==> config.mk <==
export PLATFORM = sky130hd
export DESIGN_NAME = hamming_sec_decoder_flat
export DESIGN_NICKNAME = d
export VERILOG_FILES = /design/src/rtl/hsd_pkg.sv /design/src/rtl/hsd_ifs.sv /design/src/rtl/hamming_sec_decoder.sv /design/src/rtl/hsd_mask_stage.sv /design/src/rtl/hsd_syn_stage.sv /design/src/rtl/hsd_fix_stage.sv /design/src/flat_wrapper.sv
export VERILOG_INCLUDE_DIRS = /design/src /design/src/rtl
export SDC_FILE = /design/constraint.sdc
export NUM_CORES = 1
export LEC_CHECK = 0
export BUFFER_PORTS_ARGS = -buffer_cell sky130_fd_sc_hd__buf_2
export CORE_ASPECT_RATIO = 1.75
export CORE_MARGIN = 2
export CORE_UTILIZATION = 51
export DETAILED_ROUTE_END_ITERATION = 8
export PLACE_DENSITY = 0.77
export SYNTH_ARGS = -nofsm -noshare
export SYNTH_HDL_FRONTEND = slang
export SYNTH_HIERARCHICAL = 1
export SYNTH_SLANG_ARGS = --single-unit
==> constraint.sdc <==
create_clock -name clk -period 4.48 [get_ports clk]
set_input_delay 1.344 -clock clk [delete_from_list [all_inputs] [get_ports clk]]
set_output_delay 1.344 -clock clk [all_outputs]
set_load 0.01 [all_outputs]
==> src/rtl/hamming_sec_decoder_macros.svh <==
// Assertion macros shared by the Hamming SEC decoder RTL.
// Included by files that carry concurrent assertions; depends on nothing.
`ifndef HAMMING_SEC_DECODER_MACROS_SVH
`define HAMMING_SEC_DECODER_MACROS_SVH

// The consequent must hold in the same cycle as the antecedent.
`define HSD_ASSERT_SAME(label, clk, rst_n, ante, cons, msg) \
	label: assert property (@(posedge clk) disable iff (!(rst_n)) (ante) |-> (cons)) \
		else $error(msg);

// The consequent must hold in the cycle after the antecedent.
`define HSD_ASSERT_NEXT(label, clk, rst_n, ante, cons, msg) \
	label: assert property (@(posedge clk) disable iff (!(rst_n)) (ante) |=> (cons)) \
		else $error(msg);

`endif

==> src/rtl/hsd_pkg.sv <==
// Shared widths, control types and bit-mapping functions of the Hamming SEC decoder.
// Used by the interfaces, the pipeline stages and the top level; depends on nothing.
`default_nettype none

package hsd_pkg;

	localparam int CODE_W        = 63;
	localparam int LEN_W         = 6;
	localparam int SYN_W         = 6;
	localparam int DATA_W        = 57;
	localparam int MAX_CODE_BITS_DEF = 63;
	localparam logic [LEN_W-1:0] LEN_RESET = 6'd7;

	// Control that travels with each item through the pipeline.
	typedef struct packed {
		logic             valid;
		logic [LEN_W-1:0] len;
	} hsd_ctrl_t;

	// Positions k (1-based) whose index has bit bit_idx set; position k is bit k-1.
	function automatic logic [CODE_W-1:0] parity_mask(input int unsigned bit_idx);
		logic [CODE_W-1:0] m;
		m = '0;
		for (int k = 1; k <= CODE_W; k++) begin
			m[k-1] = ((k >> bit_idx) & 1) != 0;
		end
		return m;
	endfunction

	// Packs the positions that are not powers of two, lowest position first.
	function automatic logic [DATA_W-1:0] pack_data(input logic [CODE_W-1:0] w);
		logic [DATA_W-1:0] d;
		int                n;
		d = '0;
		n = 0;
		for (int k = 1; k <= CODE_W; k++) begin
			if ((k & (k - 1)) != 0) begin
				d[n] = w[k-1];
				n++;
			end
		end
		return d;
	endfunction

endpackage

`default_nettype wire

==> src/rtl/hsd_ifs.sv <==
// Valid/ready channel interfaces of the Hamming SEC decoder: received words in, results out.
// Depends on hsd_pkg for the payload widths.
`default_nettype none

interface hsd_word_if import hsd_pkg::*; ();
	logic              valid;
	logic              ready;
	logic [CODE_W-1:0] received_word;

	modport source (output valid, output received_word, input ready);
	modport sink (input valid, input received_word, output ready);
endinterface

interface hsd_result_if import hsd_pkg::*; ();
	logic              valid;
	logic              ready;
	logic [SYN_W-1:0]  syndrome;
	logic              error_found;
	logic              uncorrectable;
	logic [CODE_W-1:0] corrected_word;
	logic [DATA_W-1:0] data_bits;

	modport source (output valid, output syndrome, output error_found,
		output uncorrectable, output corrected_word, output data_bits, input ready);
	modport sink (input valid, input syndrome, input error_found,
		input uncorrectable, input corrected_word, input data_bits, output ready);
endinterface

`default_nettype wire

==> src/rtl/hamming_sec_decoder.sv <==
// Hamming single-error-correcting decoder, three register stages: mask, syndrome, correct.
// A received word passes through the mask, syndrome and correct registers before its result is offered.
// Throughput: one word per cycle; a stalled result stage holds the pipeline back in place.
// Reset (arst_n low, asynchronous) empties the pipeline and sets code_length to 7.
// Depends on hsd_pkg, the channel interfaces and the three stage modules.
`default_nettype none
`include "hamming_sec_decoder_macros.svh"

module hamming_sec_decoder import hsd_pkg::*; #(
	parameter int MAX_CODE_BITS = MAX_CODE_BITS_DEF
) (
	input wire logic             clk,
	input wire logic             arst_n,
	input wire logic             cfg_wr_en,
	input wire logic [LEN_W-1:0] cfg_wr_data,
	hsd_word_if.sink             word_chan,
	hsd_result_if.source         result_chan
);

	logic [LEN_W-1:0]         code_length_q;
	logic                     en_s1;
	logic                     en_s2;
	logic                     en_s3;
	hsd_ctrl_t                ctrl_s1;
	hsd_ctrl_t                ctrl_s2;
	hsd_ctrl_t                ctrl_s3;
	logic [MAX_CODE_BITS-1:0] word_s1;
	logic [MAX_CODE_BITS-1:0] word_s2;
	logic [SYN_W-1:0]         syn_s2;
	logic [SYN_W-1:0]         syndrome_s3;
	logic                     error_found_s3;
	logic                     uncorrectable_s3;
	logic [CODE_W-1:0]        corrected_s3;
	logic [DATA_W-1:0]        data_s3;

	always_ff @(posedge clk or negedge arst_n) begin
		if (!arst_n) begin
			code_length_q <= LEN_RESET;
		end else if (cfg_wr_en) begin
			code_length_q <= cfg_wr_data;
		end
	end

	// A stage loads when it is empty or when the stage after it loads this cycle.
	assign en_s3 = !ctrl_s3.valid || result_chan.ready;
	assign en_s2 = !ctrl_s2.valid || en_s3;
	assign en_s1 = !ctrl_s1.valid || en_s2;

	assign word_chan.ready = en_s1;

	hsd_mask_stage #(
		.MAX_CODE_BITS(MAX_CODE_BITS)
	) u_mask (
		.clk          (clk),
		.arst_n       (arst_n),
		.en           (en_s1),
		.in_valid     (word_chan.valid),
		.received_word(word_chan.received_word),
		.code_length  (code_length_q),
		.ctrl_s1      (ctrl_s1),
		.word_s1      (word_s1)
	);

	hsd_syn_stage #(
		.MAX_CODE_BITS(MAX_CODE_BITS)
	) u_syn (
		.clk    (clk),
		.arst_n (arst_n),
		.en     (en_s2),
		.ctrl_s1(ctrl_s1),
		.word_s1(word_s1),
		.ctrl_s2(ctrl_s2),
		.word_s2(word_s2),
		.syn_s2 (syn_s2)
	);

	hsd_fix_stage #(
		.MAX_CODE_BITS(MAX_CODE_BITS)
	) u_fix (
		.clk             (clk),
		.arst_n          (arst_n),
		.en              (en_s3),
		.ctrl_s2         (ctrl_s2),
		.word_s2         (word_s2),
		.syn_s2          (syn_s2),
		.ctrl_s3         (ctrl_s3),
		.syndrome_s3     (syndrome_s3),
		.error_found_s3  (error_found_s3),
		.uncorrectable_s3(uncorrectable_s3),
		.corrected_s3    (corrected_s3),
		.data_s3         (data_s3)
	);

	assign result_chan.valid          = ctrl_s3.valid;
	assign result_chan.syndrome       = syndrome_s3;
	assign result_chan.error_found    = error_found_s3;
	assign result_chan.uncorrectable  = uncorrectable_s3;
	assign result_chan.corrected_word = corrected_s3;
	assign result_chan.data_bits      = data_s3;

	`HSD_ASSERT_SAME(a_uncorr_is_error, clk, arst_n, ctrl_s3.valid && uncorrectable_s3, error_found_s3, "uncorrectable result without error flag")
	`HSD_ASSERT_SAME(a_upper_bits_zero, clk, arst_n, ctrl_s3.valid, (corrected_s3 >> ctrl_s3.len) == '0, "corrected word has bits above the code length")
	`HSD_ASSERT_NEXT(a_s2_held_on_stall, clk, arst_n, ctrl_s3.valid && !result_chan.ready && ctrl_s2.valid, ctrl_s2.valid, "item in syndrome stage lost during stall")
	`HSD_ASSERT_NEXT(a_s1_held_on_stall, clk, arst_n, !en_s2 && ctrl_s1.valid, ctrl_s1.valid && $stable(word_s1), "item in mask stage changed during stall")

endmodule

`default_nettype wire

==> src/rtl/hsd_mask_stage.sv <==
// First pipeline stage: clamps the code length and clears positions above it.
// Depends on hsd_pkg.
`default_nettype none

module hsd_mask_stage import hsd_pkg::*; #(
	parameter int MAX_CODE_BITS = MAX_CODE_BITS_DEF
) (
	input  wire logic                     clk,
	input  wire logic                     arst_n,
	input  wire logic                     en,
	input  wire logic                     in_valid,
	input  wire logic [CODE_W-1:0]        received_word,
	input  wire logic [LEN_W-1:0]         code_length,
	output hsd_ctrl_t                     ctrl_s1,
	output logic      [MAX_CODE_BITS-1:0] word_s1
);

	localparam logic [LEN_W-1:0] MaxLen = LEN_W'(MAX_CODE_BITS);

	logic [LEN_W-1:0]         len_eff;
	logic [MAX_CODE_BITS-1:0] masked;

	always_comb begin
		len_eff = (code_length > MaxLen) ? MaxLen : code_length;
		for (int i = 0; i < MAX_CODE_BITS; i++) begin
			masked[i] = received_word[i] & (LEN_W'(i) < len_eff);
		end
	end

	always_ff @(posedge clk or negedge arst_n) begin
		if (!arst_n) begin
			ctrl_s1 <= '0;
		end else if (en) begin
			ctrl_s1.valid <= in_valid;
			ctrl_s1.len   <= len_eff;
		end
	end

	always_ff @(posedge clk) begin
		if (en) begin
			word_s1 <= masked;
		end
	end

endmodule

`default_nettype wire

==> src/rtl/hsd_syn_stage.sv <==
// Second pipeline stage: parity trees that form the syndrome of the masked word.
// Depends on hsd_pkg.
`default_nettype none

module hsd_syn_stage import hsd_pkg::*; #(
	parameter int MAX_CODE_BITS = MAX_CODE_BITS_DEF
) (
	input  wire logic                     clk,
	input  wire logic                     arst_n,
	input  wire logic                     en,
	input  wire hsd_ctrl_t                ctrl_s1,
	input  wire logic [MAX_CODE_BITS-1:0] word_s1,
	output hsd_ctrl_t                     ctrl_s2,
	output logic      [MAX_CODE_BITS-1:0] word_s2,
	output logic      [SYN_W-1:0]         syn_s2
);

	logic [SYN_W-1:0] syn_d;

	// Positions above the length are already zero, so each check covers the full word;
	// a set bit of the syndrome is the sum term of that parity position.
	always_comb begin
		for (int b = 0; b < SYN_W; b++) begin
			syn_d[b] = ^(word_s1 & MAX_CODE_BITS'(parity_mask(b)));
		end
	end

	always_ff @(posedge clk or negedge arst_n) begin
		if (!arst_n) begin
			ctrl_s2 <= '0;
		end else if (en) begin
			ctrl_s2 <= ctrl_s1;
		end
	end

	always_ff @(posedge clk) begin
		if (en) begin
			word_s2 <= word_s1;
			syn_s2  <= syn_d;
		end
	end

endmodule

`default_nettype wire

==> src/rtl/hsd_fix_stage.sv <==
// Third pipeline stage: flags, single-bit correction and data-bit extraction.
// Depends on hsd_pkg; its registers drive the result channel.
`default_nettype none

module hsd_fix_stage import hsd_pkg::*; #(
	parameter int MAX_CODE_BITS = MAX_CODE_BITS_DEF
) (
	input  wire logic                     clk,
	input  wire logic                     arst_n,
	input  wire logic                     en,
	input  wire hsd_ctrl_t                ctrl_s2,
	input  wire logic [MAX_CODE_BITS-1:0] word_s2,
	input  wire logic [SYN_W-1:0]         syn_s2,
	output hsd_ctrl_t                     ctrl_s3,
	output logic      [SYN_W-1:0]         syndrome_s3,
	output logic                          error_found_s3,
	output logic                          uncorrectable_s3,
	output logic      [CODE_W-1:0]        corrected_s3,
	output logic      [DATA_W-1:0]        data_s3
);

	logic                     uncorr;
	logic                     flip;
	logic [MAX_CODE_BITS-1:0] fixed;

	// A syndrome that names a position past the length is reported, not applied.
	always_comb begin
		uncorr = syn_s2 > ctrl_s2.len;
		flip   = (syn_s2 != '0) && !uncorr;
		for (int i = 0; i < MAX_CODE_BITS; i++) begin
			fixed[i] = word_s2[i] ^ (flip && (syn_s2 == LEN_W'(i + 1)));
		end
	end

	always_ff @(posedge clk or negedge arst_n) begin
		if (!arst_n) begin
			ctrl_s3 <= '0;
		end else if (en) begin
			ctrl_s3 <= ctrl_s2;
		end
	end

	always_ff @(posedge clk) begin
		if (en) begin
			syndrome_s3      <= syn_s2;
			error_found_s3   <= syn_s2 != '0;
			uncorrectable_s3 <= uncorr;
			corrected_s3     <= CODE_W'(fixed);
			data_s3          <= pack_data(CODE_W'(fixed));
		end
	end

endmodule

`default_nettype wire
==> src/flat_wrapper.sv <==
// flat-port wrapper written by rule: the top's interface ports become plain ports
module hamming_sec_decoder_flat import hsd_pkg::*;
#(
	parameter int MAX_CODE_BITS = MAX_CODE_BITS_DEF
)
  (clk, arst_n, cfg_wr_en, cfg_wr_data, word_chan_valid, word_chan_received_word, word_chan_ready, result_chan_valid, result_chan_syndrome, result_chan_error_found, result_chan_uncorrectable, result_chan_corrected_word, result_chan_data_bits, result_chan_ready);
  hsd_word_if word_chan_i ();
  hsd_result_if result_chan_i ();
  input wire logic clk;
  input wire logic arst_n;
  input wire logic cfg_wr_en;
  input wire logic [LEN_W-1:0] cfg_wr_data;
  input wire logic [$bits(word_chan_i.valid)-1:0] word_chan_valid;
  input wire logic [$bits(word_chan_i.received_word)-1:0] word_chan_received_word;
  output wire logic [$bits(word_chan_i.ready)-1:0] word_chan_ready;
  output wire logic [$bits(result_chan_i.valid)-1:0] result_chan_valid;
  output wire logic [$bits(result_chan_i.syndrome)-1:0] result_chan_syndrome;
  output wire logic [$bits(result_chan_i.error_found)-1:0] result_chan_error_found;
  output wire logic [$bits(result_chan_i.uncorrectable)-1:0] result_chan_uncorrectable;
  output wire logic [$bits(result_chan_i.corrected_word)-1:0] result_chan_corrected_word;
  output wire logic [$bits(result_chan_i.data_bits)-1:0] result_chan_data_bits;
  input wire logic [$bits(result_chan_i.ready)-1:0] result_chan_ready;
  assign word_chan_i.valid = word_chan_valid;
  assign word_chan_i.received_word = word_chan_received_word;
  assign word_chan_ready = word_chan_i.ready;
  assign result_chan_valid = result_chan_i.valid;
  assign result_chan_syndrome = result_chan_i.syndrome;
  assign result_chan_error_found = result_chan_i.error_found;
  assign result_chan_uncorrectable = result_chan_i.uncorrectable;
  assign result_chan_corrected_word = result_chan_i.corrected_word;
  assign result_chan_data_bits = result_chan_i.data_bits;
  assign result_chan_i.ready = result_chan_ready;
  hamming_sec_decoder #(.MAX_CODE_BITS(MAX_CODE_BITS)) u_core (.clk(clk), .arst_n(arst_n), .cfg_wr_en(cfg_wr_en), .cfg_wr_data(cfg_wr_data), .word_chan(word_chan_i), .result_chan(result_chan_i));
endmodule
# Word level (Yosys, flattened, before mapping)
# Index checks and enable logic that the tools add are counted.
# op_classes
addsub	55
multipliers	0
n_div	0
order_cmp	177
n_eq_ne	63
shifts	0
muxes	281
n_bitwise	126
reduce_logical	134
# ops
op	n
bitwise mux 57 bit	56
2-to-1 mux 57 bit	55
greater-or-equal comparator 32 x 1 -> 1 bit, second input constant	56
< comparator 32 x 8 -> 1 bit, second input constant	56
2-to-1 mux 32 bit	56
adder 32 x 2 -> 32 bit, second input constant	55
XOR reduction 63 bit	6
demux 1 bit (select 6 bit)	56
equality test 6 bit, second input constant	32
< comparator 6 bit, first input constant	31
logical AND 1 bit	120
equality test 6 x 5 -> 1 bit, second input constant	16
< comparator 5 x 6 -> 1 bit, first input constant	16
bitwise AND 1 bit	63
bitwise XOR 1 bit	63
2-to-1 mux 1 bit	57
equality test 6 x 4 -> 1 bit, second input constant	8
< comparator 4 x 6 -> 1 bit, first input constant	8
equality test 6 x 3 -> 1 bit, second input constant	4
< comparator 3 x 6 -> 1 bit, first input constant	4
equality test 6 x 2 -> 1 bit, second input constant	2
< comparator 1 x 6 -> 1 bit, first input constant	2
< comparator 2 x 6 -> 1 bit, first input constant	2
equality test 6 x 1 -> 1 bit, second input constant	1
6 further kinds	11
# totals
regBits	281
latch_bits	0
mem_bits_rw	0
mem_bits_ro	0
output_inout_bits	130
wordCells	850
n_memories	0

# Logic depth before layout (Yosys ltp)
# Gate-level depths: netlist (run 1).
# logic_depth
ltp_word	118
mapped_depth	9

# Hierarchy
# Netlist (run 1), hierarchy kept.
# modules_own_cells
mod	instances	cells_each	area_each_um2
hsd_fix_stage	1	341	4186.5
hsd_syn_stage	1	179	3517.1
hsd_mask_stage	1	228	3054.2
hamming_sec_decoder	1	16	277.8

# Least setup slack after synthesis (run 1)
# Ideal clock, no wire load.
# synth_timing
path_kind	input -> output
startpoint	input port result_chan_ready
endpoint	output port word_chan_ready
arrival_time_ps	3262
setup_slack_ps	-126
path_stages	1
path_buffers	0
cell_sequence	nand4b_1
# synth_between
elab_chain_len	3
# synth_rtl
element	line	rtl
start, declared	flat_wrapper.sv:22	input wire logic [$bits(result_chan_i.ready)-1:0] result_chan_ready;
logical OR 1 bit	hamming_sec_decoder.sv:45	assign en_s3 = !ctrl_s3.valid || result_chan.ready;
logical OR 1 bit	hamming_sec_decoder.sv:46	assign en_s2 = !ctrl_s2.valid || en_s3;
logical OR 1 bit	hamming_sec_decoder.sv:47	assign en_s1 = !ctrl_s1.valid || en_s2;
end, declared	flat_wrapper.sv:15	output wire logic [$bits(word_chan_i.ready)-1:0] word_chan_ready;
# Every way passes these cells.

# Worst setup path in the final report (run 1)
# Same ends and word-level chain as after synthesis.

==> impl_metrics.tcl, run 1 <==
set metrics [dict create \
    status "finished clean" \
    io_pins 204 \
    internal-power_w 0.004962 \
    arrival_ns 2.10 \
    cp.required_ns 3.14 \
    hp-start "u_core/u_mask/word_s1[33]" \
    clock_sinks 224 \
    drv_slew 0 \
    postCtsSetupBuffers 0 \
    cts_tree "built" \
    dieArea_um2 22440 \
    nFillCells 1670 \
    core_region_area_um2 20850 \
    final_core_util_pct 58.49 \
    vias 6092 \
    grt-ovfl-total 0 \
    swShare_pct 32.29 \
    synthCells 752 \
    slowest_delay_ns 0.37 \
    reg2reg_from "u_core/u_syn/syn_s2[2]" \
    hold_depth 0 \
    hpwlAfterDp_um 18320 \
    pwr_density_cell_nw_per_um2 601.1 \
    cpLargestDelayFamily "buffers and inverters" \
    antenna_cells 0 \
    slew_headroom_pct 26.20 \
    grt_first_pass_wirelength_um 34710 \
    h-tree-depth 1 \
    worstHoldEndpoint "u_core/u_syn/word_s2[33]" \
    stdcell_area_um2 12190 \
    netlist_area_um2 10820 \
    setup_tns_ns 0 \
    die_h_um 196.7 \
    drt-total-wl_um 23620 \
    ff2ff_path_depth 5 \
    hold_violations 0 \
    crit_chain "buf_2, nand4b_1, buf_2" \
    p_leak_nw 5.071 \
    drc 0 \
    hold_buffers 0 \
    initial_core_util_pct 51.90 \
    p_comb_share_pct 33.9 \
    startpoint_type "input port" \
    clkTransAtPathRegs_ns 0.07 \
    num_rows 70 \
    drt_iter0_markers 312 \
    syn-num-nets 832 \
    crit_path_max_fanout 3 \
    port_buffers 203 \
    postCtsResizedCells 0 \
    rsz0062_at_grt "false" \
    crit_top_cell "buf_2" \
    max_freq_ghz 0.2900 \
    area_delta_synth_final_pct 12.70 \
    tightest_slew_ns 1.105 \
    cp_num_buf_inv 2 \
    gp_congestion 0.9001 \
    min_period_ns 3.449 \
    r2r_slack_ns 1.82 \
    ys.warnings.count 6 \
    clkPwrFrac_pct 21.8 \
    root_buffer "clkbuf_16" \
    vdd_drop_max_mv 0.3000 \
    ant_nets 0 \
    switchingPower_w 0.002366 \
    cts_buffers 19 \
    avgSynthCellArea_um2 14.39 \
    cts.path.max_buffers 3 \
    chipWidth_um 114.1 \
    grt_max_degree 72 \
    nets 976 \
    layout-drive-gt1-share_pct 31.79 \
    max-cap-violations 0 \
    period_share_pct 76.98 \
    r2r_end "u_core/u_fix/data_s3[54]" \
    gr-usage-all-layers_pct 20.94 \
    hp-class "reg -> reg" \
    cp_slowest_cell "nand4b_1" \
    finClkSkew_ns 0.01239 \
    wl_per_cell_um 20.35 \
    setup_viol 0 \
    dr.pass1.iters 5 \
    worst_setup_path_end_kind "output port" \
    insertion_delay_ns 0.50 \
    critical_path_class "in -> out" \
    grt_pass1_vias 6058 \
    dpl_cell_area_um2 11580 \
    antenna_found_initial 0 \
    seqPwrFrac_pct 44.3 \
    viasPerCell 5.247 \
]
power by group through the flow:
stage / clock network, W / registers [W] / logic (W)
2_1_floorplan: 0 / 0.00327 / 0.00191
3_3_place_gp: 0 / 0.00329 / 0.00241
3_5_place_dp: 0 / 0.00330 / 0.00246
4_1_cts: 0.00163 / 0.00325 / 0.00249
5_1_grt: 0.00171 / 0.00330 / 0.00266
6_report: 0.00160 / 0.00324 / 0.00248
cell usage in the layout, fill, tap and decap left out, drive strengths merged, types with 2 or more instances in the layout:
cell and count:
buf 214, nand4 2, and3 6, a31oi 2, o211ai 17, o21ai 18
o211a 3, clkbuf 22, inv 12, a21oi 20, mux2 21, and3b 2
nor2b 8, nand2 35, a21boi 10, o21a 5, and2 3, dfrtp 18
nor3 19, nor2 21, or2 2, nand2b 13, edfxtp 203, nand3 34
clkinvlp 2, and4 3, dfstp 3, clkinv 8, xor2 25, nor4 2
nor3b 6, ha 6, xnor3 23, xnor2 109
metrics by stage:
| stage | setup slack (ns) | hold slack [ns] | std cells | power, W |
|---|---|---|---|---|
| 6_report | 1.031 | 0.4671 | 1161 | 0.007329 |
| 5_1_grt | 1.012 | 0.4860 | 1161 | 0.007671 |
| 4_1_cts | 0.9694 | 0.4683 | 1161 | 0.007372 |
| 3_5_place_dp | 0.9762 | 0.4512 | 1127 | 0.005754 |
| 3_3_place_gp | 0.9677 | 0.4504 | 1127 | 0.005702 |
| 2_1_floorplan | -0.1263 | 0.4283 | 752 | 0.005170 |
metal layers:
metal  up-vias  global-route usage (%)  routed length (um)
li1       2925                       -                   -
met3        69                   2.399                1114
met2       252                   37.72               12430
met5         -                       0                   0
met1      2846                   23.01                8393
met4         0                   13.50                1690
flip-flops by register name (all words and copies together) (netlist names):
name and count:
u_core/u_mask/word_s1 63, u_core/u_syn/word_s2 63, u_core/u_fix/corrected_s3 39, u_core/u_fix/data_s3 24
u_core/u_mask/ctrl_s1 7, u_core/u_syn/ctrl_s2 7, u_core/code_length_q 6, u_core/u_fix/syndrome_s3 6
u_core/u_syn/syn_s2 6, u_core/u_fix/ctrl_s3 1, u_core/u_fix/error_found_s3 1, u_core/u_fix/uncorrectable_s3 1
layout make-up:
type                       instances  area [um2]  area share, %
clock buffer                      22       496.7          4.074
tap                              252       315.3          2.586
sequential                       224        6625          54.34
inverter                          11       41.29         0.3387
multi-input combinational        426        3490          28.62
clock inverter                    12       112.6         0.9236
timing repair buffer             214        1111          9.113
how the worst max path moves through the flow:
stage	startpoint	cells past startpoint	end
floorplan	result_chan_ready	1	word_chan_ready
global placement	result_chan_ready	3	word_chan_ready
detailed placement	result_chan_ready	3	word_chan_ready
CTS	result_chan_ready	3	word_chan_ready
global route	result_chan_ready	3	word_chan_ready
finish	result_chan_ready	3	word_chan_ready
(Power assumes the default switching activity.)
==> run 2: changes to the inputs <==
--- a/config.mk
+++ b/config.mk
@@ -6,12 +6,13 @@
 export SDC_FILE = /design/constraint.sdc
 export NUM_CORES = 1
 export LEC_CHECK = 0
+export ABC_AREA = 1
 export BUFFER_PORTS_ARGS = -buffer_cell sky130_fd_sc_hd__buf_2
 export CORE_ASPECT_RATIO = 1.75
 export CORE_MARGIN = 2
-export CORE_UTILIZATION = 51
+export CORE_UTILIZATION = 58
 export DETAILED_ROUTE_END_ITERATION = 8
-export PLACE_DENSITY = 0.77
+export PLACE_DENSITY = 0.81
 export SYNTH_ARGS = -nofsm -noshare
 export SYNTH_HDL_FRONTEND = slang
 export SYNTH_HIERARCHICAL = 1
==> constraint.sdc (replaced) <==
create_clock -name clk -period 3.27 [get_ports clk]
set_input_delay 0.981 -clock clk [delete_from_list [all_inputs] [get_ports clk]]
set_output_delay 0.981 -clock clk [all_outputs]
set_load 0.01 [all_outputs]
==> run 2 against run 1 <==
Net effect: routed wire length increased by 28%; sequential power increased by 35%; die area rose by 5.1%; global-route usage rose by 5.3 points; via count is 67% higher; setup slack worse by 0.24 ns; final cell count up 70%; critical path depth rose by 1; non-clock buffer count shrank 2; total power grew 45%; register-to-register slack got worse by 0.94 ns; hold slack worse by 0.037 ns.
==> impl_metrics.tcl, run 2 <==
set metrics [dict create \
    nFillCells 1858 \
    dieArea_um2 23580 \
    grt_pass1_vias 9623 \
    antenna_found_initial 0 \
    antenna_cells 0 \
    nets 1742 \
    wl_per_cell_um 15.39 \
    grt-ovfl-total 0 \
    final_common_cell "nand2_1" \
    pwr_density_cell_nw_per_um2 736.4 \
    hold_violations 0 \
    gr-usage-all-layers_pct 26.20 \
    layout_common_cells "nand2_1 (523), buf_2 (203), edfxtp_1 (203)" \
    finClkSkew_ns 0.01199 \
    r2r_end "u_core/u_fix/corrected_s3[48]" \
    core_region_area_um2 21980 \
    vias 10167 \
    worst_setup_path_end_kind "output port" \
    clock_sinks 224 \
    postCtsSetupBuffers 0 \
    dpl_cell_area_um2 13750 \
    cts_buffers 20 \
    port_buffers 203 \
    initial_core_util_pct 58.91 \
    io_pins 204 \
    top_regs "u_core/u_mask/word_s1 x63, u_core/u_syn/word_s2 x63, u_core/u_fix/corrected_s3 x39" \
    hold_ws_ns 0.4301 \
    p_total_w 0.01059 \
    num_rows 72 \
    ant_nets 0 \
    ff2ff_path_depth 9 \
    clkTransAtPathRegs_ns 0.07 \
    netlist_area_um2 12950 \
    crit_path_max_fanout 3 \
    syn-num-nets 1615 \
    multi_input_area_um2 4871 \
    viasPerCell 5.156 \
    cts_tree "built" \
    chipWidth_um 117.0 \
    arrival_ns 1.49 \
    synthCells 1535 \
    gp_congestion 0.9800 \
    drv_slew 0 \
    p_leak_nw 6.974 \
    grt_max_degree 128 \
    hold_buffers 0 \
    critical_path_class "in -> out" \
    area_delta_synth_final_pct 11.07 \
    setup_viol 0 \
    insertion_delay_ns 0.51 \
    r2r_slack_ns 0.88 \
    cp.required_ns 2.29 \
    h-tree-depth 1 \
    die_h_um 201.7 \
    slew_headroom_pct 43.22 \
    avgSynthCellArea_um2 8.436 \
    tightest_slew_ns 0.8517 \
    rsz0062_at_grt "false" \
    ys.warnings.count 6 \
    startpoint_type "input port" \
    period_share_pct 75.66 \
    crit_path_end "word_chan_ready" \
    cts.path.max_buffers 3 \
    startpoint "result_chan_ready" \
    min_period_ns 2.474 \
    vdd_drop_max_mv 0.5065 \
    max-cap-violations 0 \
    hpwlAfterDp_um 23530 \
    drt_iter0_markers 839 \
    reg2reg_from "u_core/u_syn/syn_s2[5]" \
    status "finished clean" \
    drt-total-wl_um 30350 \
    dr.pass1.iters 5 \
    stdcell_area_um2 14380 \
    root_buffer "clkbuf_16" \
    postCtsResizedCells 0 \
    drc 0 \
    max_freq_ghz 0.4042 \
    final-seq-area_um2 6625 \
    hp-class "in -> async" \
    grt_first_pass_wirelength_um 47400 \
    layout-drive-gt1-share_pct 17.66 \
]
==> run 2: cell type report <==
| class | count | area share, % |
|---|---|---|
| Timing Repair Buffer | 212 | 7.969 |
| Sequential cell | 224 | 46.06 |
| Inverter | 193 | 5.124 |
| Multi-Input combinational cell | 1011 | 33.87 |
| Tap cell | 296 | 2.575 |
| Clock buffer | 22 | 3.680 |
| Clock inverter | 14 | 0.7221 |
==> run 2: routing by layer <==
layer  wire length, um  global-route usage, %  part of all wire (%)  vias to the layer above
met1             10940                  29.00                    36                     4507
met2             15810                  46.82                    52                      426
li1                  -                      -                     -                     5125
met4              2085                  16.39                   6.9                        0
met3              1514                  2.530                   5.0                      109
met5                 0                      0                     0                        -
==> run 2: how the worst min path moves through the flow <==
stage / cells after the start / start / end
6_report: 1 / arst_n / u_core/code_length_q[4]
5_1_grt: 1 / arst_n / u_core/u_syn/ctrl_s2[2]
4_1_cts: 1 / arst_n / u_core/u_syn/ctrl_s2[1]
3_5_place_dp: 0 / u_core/u_mask/word_s1[1] / u_core/u_syn/word_s2[1]
3_3_place_gp: 0 / u_core/u_mask/word_s1[1] / u_core/u_syn/word_s2[1]
2_1_floorplan: 0 / u_core/u_mask/word_s1[37] / u_core/u_syn/word_s2[37]
==> run 2: where the power goes <==
part	switching, W	internal [W]
clock	0.00106	0.00120
sequential	0.000490	0.00389
combinational	0.00265	0.00131
total	0.00420	0.00640
==> run 2: stage by stage <==
stage	setup TNS, ns	setup WS (ns)	std cells	utilization [%]
after global placement	0	0.7832	1936	62.55
after detailed placement	0	0.7796	1936	62.55
after floorplan	-62.85	-0.7596	1535	-
after CTS	0	0.7788	1972	65.43
after global routing	0	0.6373	1972	65.43
final	0	0.7960	1972	65.43
==> run 2: critical path, cell delays in order <==
cell and delay [ns]:
buf_2 0.14, inv_12 0.06, nand4_1 0.09, buf_2 0.21
